**src/hw/rtl/sal_pkg.sv**
```systemverilog
// sal_pkg: shared types and codes for the service area list parser
// no dependencies; imported by sal_parser and service_area_list_parser_core

package sal_pkg;

    // partial list type codes, header bits 6..5
    localparam logic [1:0] LT_TAC_LIST  = 2'b00;
    localparam logic [1:0] LT_TAC_RUN   = 2'b01;
    localparam logic [1:0] LT_TAI_LIST  = 2'b10;
    localparam logic [1:0] LT_ALL_PLMN  = 2'b11;

    // header byte layout
    localparam int unsigned HDR_ALLOWED_BIT = 7;
    localparam int unsigned HDR_TYPE_HI     = 6;
    localparam int unsigned HDR_TYPE_LO     = 5;
    localparam int unsigned HDR_COUNT_HI    = 4;

    // parser phase, one-hot
    typedef enum logic [2:0] {
        PH_HEADER = 3'b001,
        PH_PLMN   = 3'b010,
        PH_TAC    = 3'b100
    } sal_phase_t;

    // one decoded area record
    typedef struct packed {
        logic [1:0]  list_type;
        logic        allowed_kind;
        logic [23:0] plmn_bytes;
        logic [23:0] area_code;
        logic [5:0]  run_length;
        logic [4:0]  element_index;
        logic        last_in_list;
        logic        truncated;
    } sal_record_t;

endpackage

```
**src/hw/rtl/service_area_list_parser_core.sv**
```systemverilog
// Service area list parser: takes the value bytes of a service area list
// element one item per cycle unless the result side stalls, and gives one
// record per decoded area, plus an error record when the element ends
// inside a partial list. Each byte passes an input register, the byte-wide
// parser decode, and a result register, which drives m_valid; with m_ready
// held high a new byte is taken every cycle. The rate is set by the result
// register: a byte waits in the input register only while a record is held
// there and m_ready is low.
// Depends on sal_pkg and sal_parser.

module service_area_list_parser_core
    import sal_pkg::*;
(
    input  logic        aclk,
    input  logic        aresetn,
    input  logic        s_valid,
    output logic        s_ready,
    input  logic [7:0]  s_data_byte,
    input  logic        s_end_of_element,
    output logic        m_valid,
    input  logic        m_ready,
    output logic [1:0]  m_list_type,
    output logic        m_allowed_kind,
    output logic [23:0] m_plmn_bytes,
    output logic [23:0] m_area_code,
    output logic [5:0]  m_run_length,
    output logic [4:0]  m_element_index,
    output logic        m_last_in_list,
    output logic        m_truncated
);

    logic        in_valid_reg;
    logic [7:0]  in_data_reg;
    logic        in_eoe_reg;
    logic        m_valid_reg;
    sal_record_t out_rec_reg;

    logic        out_free;
    logic        advance;
    logic        rec_valid;
    sal_record_t rec;

    assign out_free = !m_valid_reg || m_ready;
    assign advance  = in_valid_reg && out_free;
    assign s_ready  = !in_valid_reg || advance;

    // input register
    always_ff @(posedge aclk) begin
        if (!aresetn) begin
            in_valid_reg <= 1'b0;
        end else if (s_ready) begin
            in_valid_reg <= s_valid;
        end
    end

    always_ff @(posedge aclk) begin
        if (s_ready && s_valid) begin
            in_data_reg <= s_data_byte;
            in_eoe_reg  <= s_end_of_element;
        end
    end

    // parser decode
    sal_parser u_parser (
        .aclk           (aclk),
        .aresetn        (aresetn),
        .step           (advance),
        .data_byte      (in_data_reg),
        .end_of_element (in_eoe_reg),
        .rec_valid      (rec_valid),
        .rec            (rec)
    );

    // result register
    always_ff @(posedge aclk) begin
        if (!aresetn) begin
            m_valid_reg <= 1'b0;
        end else if (out_free) begin
            m_valid_reg <= advance && rec_valid;
        end
    end

    always_ff @(posedge aclk) begin
        if (advance && rec_valid) begin
            out_rec_reg <= rec;
        end
    end

    assign m_valid         = m_valid_reg;
    assign m_list_type     = out_rec_reg.list_type;
    assign m_allowed_kind  = out_rec_reg.allowed_kind;
    assign m_plmn_bytes    = out_rec_reg.plmn_bytes;
    assign m_area_code     = out_rec_reg.area_code;
    assign m_run_length    = out_rec_reg.run_length;
    assign m_element_index = out_rec_reg.element_index;
    assign m_last_in_list  = out_rec_reg.last_in_list;
    assign m_truncated     = out_rec_reg.truncated;

    // error records carry nothing else
    a_trunc_clear: assert property (@(posedge aclk) disable iff (!aresetn)
        m_valid && m_truncated |-> m_run_length == 6'd0 && !m_last_in_list)
        else $error("truncated item with stray fields");

    // a real area always covers at least one code
    a_run_nonzero: assert property (@(posedge aclk) disable iff (!aresetn)
        m_valid && !m_truncated |-> m_run_length != 6'd0)
        else $error("area item with zero run length");

    // whole-plmn areas close their list and have no code
    a_all_plmn: assert property (@(posedge aclk) disable iff (!aresetn)
        m_valid && !m_truncated && m_list_type == LT_ALL_PLMN
        |-> m_last_in_list && m_area_code == 24'd0)
        else $error("whole plmn item malformed");

    // a held input byte is not dropped while the result side stalls
    a_in_hold: assert property (@(posedge aclk) disable iff (!aresetn)
        in_valid_reg && !advance |=> in_valid_reg && $stable(in_data_reg))
        else $error("input item lost while stalled");

endmodule

```
**src/hw/rtl/sal_parser.sv**
```systemverilog
// sal_parser: byte-wide partial list state machine and record builder
// depends on sal_pkg for phase encoding, type codes and the record struct

module sal_parser
    import sal_pkg::*;
(
    input  logic        aclk,
    input  logic        aresetn,
    input  logic        step,
    input  logic [7:0]  data_byte,
    input  logic        end_of_element,
    output logic        rec_valid,
    output sal_record_t rec
);

    sal_phase_t  phase_reg, phase_next;
    logic [1:0]  byte_position_reg, byte_position_next;
    logic [4:0]  elements_left_reg, elements_left_next;
    logic [1:0]  current_type_reg, current_type_next;
    logic        current_allowed_reg, current_allowed_next;
    logic [23:0] plmn_shift_reg, plmn_shift_next;
    logic [23:0] code_shift_reg, code_shift_next;
    logic [4:0]  index_count_reg, index_count_next;

    logic [23:0] plmn_shifted;
    logic [23:0] code_shifted;
    logic        pos_done;
    logic        emit;
    logic        last;

    assign plmn_shifted = {plmn_shift_reg[15:0], data_byte};
    assign code_shifted = {code_shift_reg[15:0], data_byte};
    assign pos_done     = (byte_position_reg == 2'd2);

    // next state and record for the byte at the input
    always_comb begin
        phase_next           = phase_reg;
        byte_position_next   = byte_position_reg;
        elements_left_next   = elements_left_reg;
        current_type_next    = current_type_reg;
        current_allowed_next = current_allowed_reg;
        plmn_shift_next      = plmn_shift_reg;
        code_shift_next      = code_shift_reg;
        index_count_next     = index_count_reg;
        emit                 = 1'b0;
        last                 = 1'b0;
        rec                  = '0;
        rec.run_length       = 6'd1;

        unique case (phase_reg)
            PH_HEADER: begin
                elements_left_next   = data_byte[HDR_COUNT_HI:0];
                current_type_next    = data_byte[HDR_TYPE_HI:HDR_TYPE_LO];
                current_allowed_next = data_byte[HDR_ALLOWED_BIT];
                index_count_next     = '0;
                byte_position_next   = '0;
                plmn_shift_next      = '0;
                code_shift_next      = '0;
                phase_next           = PH_PLMN;
            end
            PH_PLMN: begin
                plmn_shift_next = plmn_shifted;
                if (pos_done) begin
                    byte_position_next = '0;
                    if (current_type_reg == LT_ALL_PLMN) begin
                        emit              = 1'b1;
                        last              = 1'b1;
                        rec.list_type     = LT_ALL_PLMN;
                        rec.allowed_kind  = current_allowed_reg;
                        rec.plmn_bytes    = plmn_shifted;
                        rec.area_code     = '0;
                        rec.element_index = '0;
                        phase_next        = PH_HEADER;
                    end else begin
                        phase_next = PH_TAC;
                    end
                end else begin
                    byte_position_next = byte_position_reg + 2'd1;
                end
            end
            PH_TAC: begin
                code_shift_next = code_shifted;
                if (pos_done) begin
                    byte_position_next = '0;
                    emit               = 1'b1;
                    rec.list_type      = current_type_reg;
                    rec.allowed_kind   = current_allowed_reg;
                    rec.plmn_bytes     = plmn_shift_reg;
                    rec.area_code      = code_shifted;
                    rec.element_index  = index_count_reg;
                    // a consecutive run is one record covering count+1 codes
                    if (current_type_reg == LT_TAC_RUN) begin
                        rec.run_length = {1'b0, elements_left_reg} + 6'd1;
                        last           = 1'b1;
                    end else begin
                        last = (elements_left_reg == 5'd0);
                    end
                    code_shift_next = '0;
                    if (last) begin
                        phase_next = PH_HEADER;
                    end else begin
                        elements_left_next = elements_left_reg - 5'd1;
                        index_count_next   = index_count_reg + 5'd1;
                        phase_next = (current_type_reg == LT_TAI_LIST) ? PH_PLMN : PH_TAC;
                    end
                end else begin
                    byte_position_next = byte_position_reg + 2'd1;
                end
            end
            default: begin
                phase_next = PH_HEADER;
            end
        endcase

        rec.last_in_list = last;

        // element ended inside a partial list: error record, start over
        if (end_of_element && !(emit && last)) begin
            phase_next           = PH_HEADER;
            byte_position_next   = '0;
            elements_left_next   = '0;
            current_type_next    = '0;
            current_allowed_next = 1'b0;
            plmn_shift_next      = '0;
            code_shift_next      = '0;
            index_count_next     = '0;
            rec                  = '0;
            rec.truncated        = 1'b1;
        end
    end

    assign rec_valid = emit || end_of_element;

    // parser state, advanced once per consumed item
    always_ff @(posedge aclk) begin
        if (!aresetn) begin
            phase_reg           <= PH_HEADER;
            byte_position_reg   <= '0;
            elements_left_reg   <= '0;
            current_type_reg    <= '0;
            current_allowed_reg <= 1'b0;
            plmn_shift_reg      <= '0;
            code_shift_reg      <= '0;
            index_count_reg     <= '0;
        end else if (step) begin
            phase_reg           <= phase_next;
            byte_position_reg   <= byte_position_next;
            elements_left_reg   <= elements_left_next;
            current_type_reg    <= current_type_next;
            current_allowed_reg <= current_allowed_next;
            plmn_shift_reg      <= plmn_shift_next;
            code_shift_reg      <= code_shift_next;
            index_count_reg     <= index_count_next;
        end
    end

    // a byte count of three never occurs
    a_pos_range: assert property (@(posedge aclk) disable iff (!aresetn)
        byte_position_reg != 2'd3)
        else $error("byte position out of range");

    // header phase always starts with a cleared byte position
    a_header_pos: assert property (@(posedge aclk) disable iff (!aresetn)
        phase_reg == PH_HEADER |-> byte_position_reg == 2'd0)
        else $error("byte position not cleared at header");

    // an index never runs past the header count
    a_index_bound: assert property (@(posedge aclk) disable iff (!aresetn)
        phase_reg == PH_TAC && current_type_reg == LT_TAC_LIST
        |-> ({1'b0, index_count_reg} + {1'b0, elements_left_reg}) <= 6'd31)
        else $error("element index beyond list count");

endmodule
```
**config.mk**
```make
export PLATFORM = sky130hd
export DESIGN_NAME = service_area_list_parser_core
export DESIGN_NICKNAME = d
export VERILOG_FILES = /design/src/hw/rtl/sal_pkg.sv /design/src/hw/rtl/service_area_list_parser_core.sv /design/src/hw/rtl/sal_parser.sv
export SDC_FILE = /design/constraint.sdc
export NUM_CORES = 1
export LEC_CHECK = 0
export ABC_AREA = 1
export BUFFER_PORTS_ARGS = -buffer_cell sky130_fd_sc_hd__buf_2
export CORE_MARGIN = 3
export CORE_UTILIZATION = 59
export DETAILED_ROUTE_END_ITERATION = 16
export GPL_TIMING_DRIVEN = 0
export PLACE_DENSITY_LB_ADDON = 0.05
export RECOVER_POWER = 100
export SLEW_MARGIN = 20
export SYNTH_ARGS = -nofsm -noshare
export SYNTH_HDL_FRONTEND = slang
export SYNTH_SLANG_ARGS = --single-unit
```
**constraint.sdc**
```tcl
create_clock -name aclk -period 4.75 [get_ports aclk]
set_clock_uncertainty 0.2 [all_clocks]
set_input_delay 0.7125 -clock aclk [delete_from_list [all_inputs] [get_ports aclk]]
set_output_delay 0.7125 -clock aclk [all_outputs]
set_load 0.02 [all_outputs]
```
==> results.ini <==
[outcome]
outcome = completed

[timing]
post-route-min-period_ns = 3.57
hold_viol_final = 0
setup_tns_ns = 0
setup_viol = 0
whs_ns = 0.149
relSlewSlack_pct = 47.2
fmax_ghz = 0.280
slew_violations = 0
rsz0062_at_grt = false
period_share_pct = 75.1
tightestPinTransition_ns = 0.792

[synth]
synth_area_leaders = edfxtp_1 (37%), dfxtp_1 (20%), nand2_1 (9.3%), inv_1 (8.0%), nor2_1 (5.1%)
synth_top_family_by_area = simple AND/OR/NAND/NOR gates
synth_area_per_cell_sq_um = 8.59
synth_fp_nets = 709
synth_compound_area_share_pct = 9.26
synth_cell_type_count = 32
muxShareOfSynthArea_pct = 0
synthXorXnorAreaFrac_pct = 0.884
yosys_register_bits = 133
ys_seq_area_share_pct = 57.1
synthAdderAreaFrac_pct = 0.842
yosys.area_share.simple_pct = 20.3
yosysTopAreaCell = edfxtp_1
synthesis.area_sq_um = 5940
syn_inst = 692
yosysWarnings = 0
yosys.area.top_type_share_pct = 36.9

[worst_hold_path]
hp-class = in -> reg
min-delay-start = s_data_byte[6]
min_to = in_data_reg[6]
whs_path_depth = 1

[clock_network]
hold_buffers = 0
cts_sinks = 133
cts_tree = done
clk_path_buf_depth = 2
clk_latency_ns = 0.53
clk_pin_slew_worst_paths_ns = 0.06
cts_setup_buffers = 0
post_cts_resized = 0
cts_htree_levels = 4
root_buffer = clkbuf_8
numCtsBuffers = 17

[route]
drtAntennaViolNets = 0
drt_iter0_markers = 305
wl_per_cell_microns = 14.7
via_per_inst = 5.12
wl_mm = 13.7
post-route-drc-count = 0
vias = 4785
firstDrtPassIters = 5

[die]
chipHeight_microns = 106
dieArea_sq_um = 11300
ios = 79
start_util_pct = 60.8
fp-row-count = 36
fp.dieW_microns = 106
core_area_sq_um = 9770

[job]
maxCapViolations = 0

[global_route]
grt_pass1_vias = 4485
grt_max_degree = 65
antenna_found_initial = 0
track_usage_pct = 25.3
grt_pass1_wl_mm = 22.0
grt_overflow = 0

[critical_path]
cp_data_arrival_time_ns = 3.52
r2r_setup_slack_ns = 1.18
reg2reg_depth = 8
crit_path_end_kind = flop
start_kind = flop
crit_path_max_fanout = 64
required_ns = 4.70
worstSetupPathType = reg -> reg
r2r_start = u_parser.phase_reg[0]
r2r-end = m_plmn_bytes[12]

[final_layout]
final_common_cell = nand2_1
final_cell_mix = nand2_1 (153), inv_1 (128), clkbuf_1 (89)
antennaDiodeCount = 0
nets = 805
syn2layout_area_growth_pct = 16.4
fillerInstances = 831
drive_gt1_share_pct = 7.24

[place]
gp_congestion = 0.909
dp_hpwl_mm = 9.36
io_buffers = 77

[pwr]
vdd_drop_max_v = 0.000251
p_per_area_nw_per_um2 = 412
p_leak_nw = 3.31

-- layer usage --
metal / vias up / wire, microns / track usage, %
li1: 2387 / - / -
met1: 2186 / 5970 / 33.1
met2: 193 / 6480 / 41.7
met3: 19 / 1030 / 6.01
met4: 0 / 212 / 7.96
met5: - / 0 / 0
-- synth_stat cells --
master	n
o31ai_1	1
o21ai_0	19
buf_1	1
nand2_2	5
nor2_4	2
nand3_1	33
nand4_1	3
nor3_1	2
nor3_4	1
a21oi_1	49
edfxtp_1	73
nand2_4	1
nand3_2	4
o21ai_1	11
buf_2	11
buf_4	4
nand2_1	148
nor2_2	1
nor4_2	1
ha_1	4
buf_6	6
a211oi_1	1
nand3_4	1
a31oi_1	1
inv_1	127
inv_2	6
o22ai_1	19
nor2_1	80
xor2_1	6
clkbuf_1	9
dfxtp_1	60
o211ai_1	2
-- stage by stage --
stage,instance area (sq um),std cells,util (%),power [mW],setup slack [ns]
5_1_grt,6920,934,70.8,2.94,0.901
2_1_floorplan,5940,692,-,1.48,1.57
3_5_place_dp,6500,902,66.5,1.55,1.84
6_report,6920,934,70.8,2.85,1.18
4_1_cts,7100,934,72.6,2.86,1.81
3_3_place_gp,6490,902,66.4,1.54,0.841
-- worst max path at each step --
stage	start	cells past startpoint	end	slack, ns
after global placement	u_parser.phase_reg[0]	8	m_area_code[19]	0.84
after CTS	u_parser.byte_position_reg[1]	8	m_plmn_bytes[3]	1.81
after floorplan	u_parser.phase_reg[0]	8	m_allowed_kind	1.57
final	u_parser.phase_reg[0]	8	m_plmn_bytes[12]	1.18
after global routing	u_parser.phase_reg[2]	9	m_plmn_bytes[6]	0.90
after detailed placement	u_parser.byte_position_reg[1]	8	m_area_code[19]	1.84
-- report_power, final --
| group | total (mW) | internal [mW] | leakage, nW | switching [mW] |
|---|---|---|---|---|
| logic | 0.217 | 0.0647 | 1.81 | 0.153 |
| clock network | 1.34 | 0.848 | 0.290 | 0.490 |
| registers | 1.30 | 1.26 | 1.21 | 0.0351 |
-- worst max-delay path, cell delays in order, from the launching register on --
cell and delay [ns]:
dfxtp_1 0.34, nor3_1 0.60, inv_1 0.12, clkbuf_1 0.26
nor2_1 0.41, inv_1 0.20, nand2_1 0.20, o21ai_0 0.18
inv_4 0.60
-- kinds of logic (layout without fill, tap and decap cells) --
group,Yosys count,after routing
xor gates and xnor gates,6,6
and+or+nand+nor,282,282
AOI/OAI and AO/OA,103,103
adders and majority gates,4,4
DFF,133,133
buffers and inverters,164,273
-- cell type report --
| cell class | count | area, sq um | area share, % |
|---|---|---|---|
| multi-input cells | 395 | 1800 | 26.1 |
| flip-flops and latches | 133 | 3390 | 49.1 |
| plain buffers | 31 | 148 | 2.13 |
| clock buffers | 18 | 418 | 6.04 |
| inverters | 133 | 502 | 7.25 |
| repair buffers | 77 | 303 | 4.38 |
| clock inverters | 14 | 184 | 2.66 |
| well taps | 133 | 166 | 2.41 |
Power figures use the tool's default switching activity.
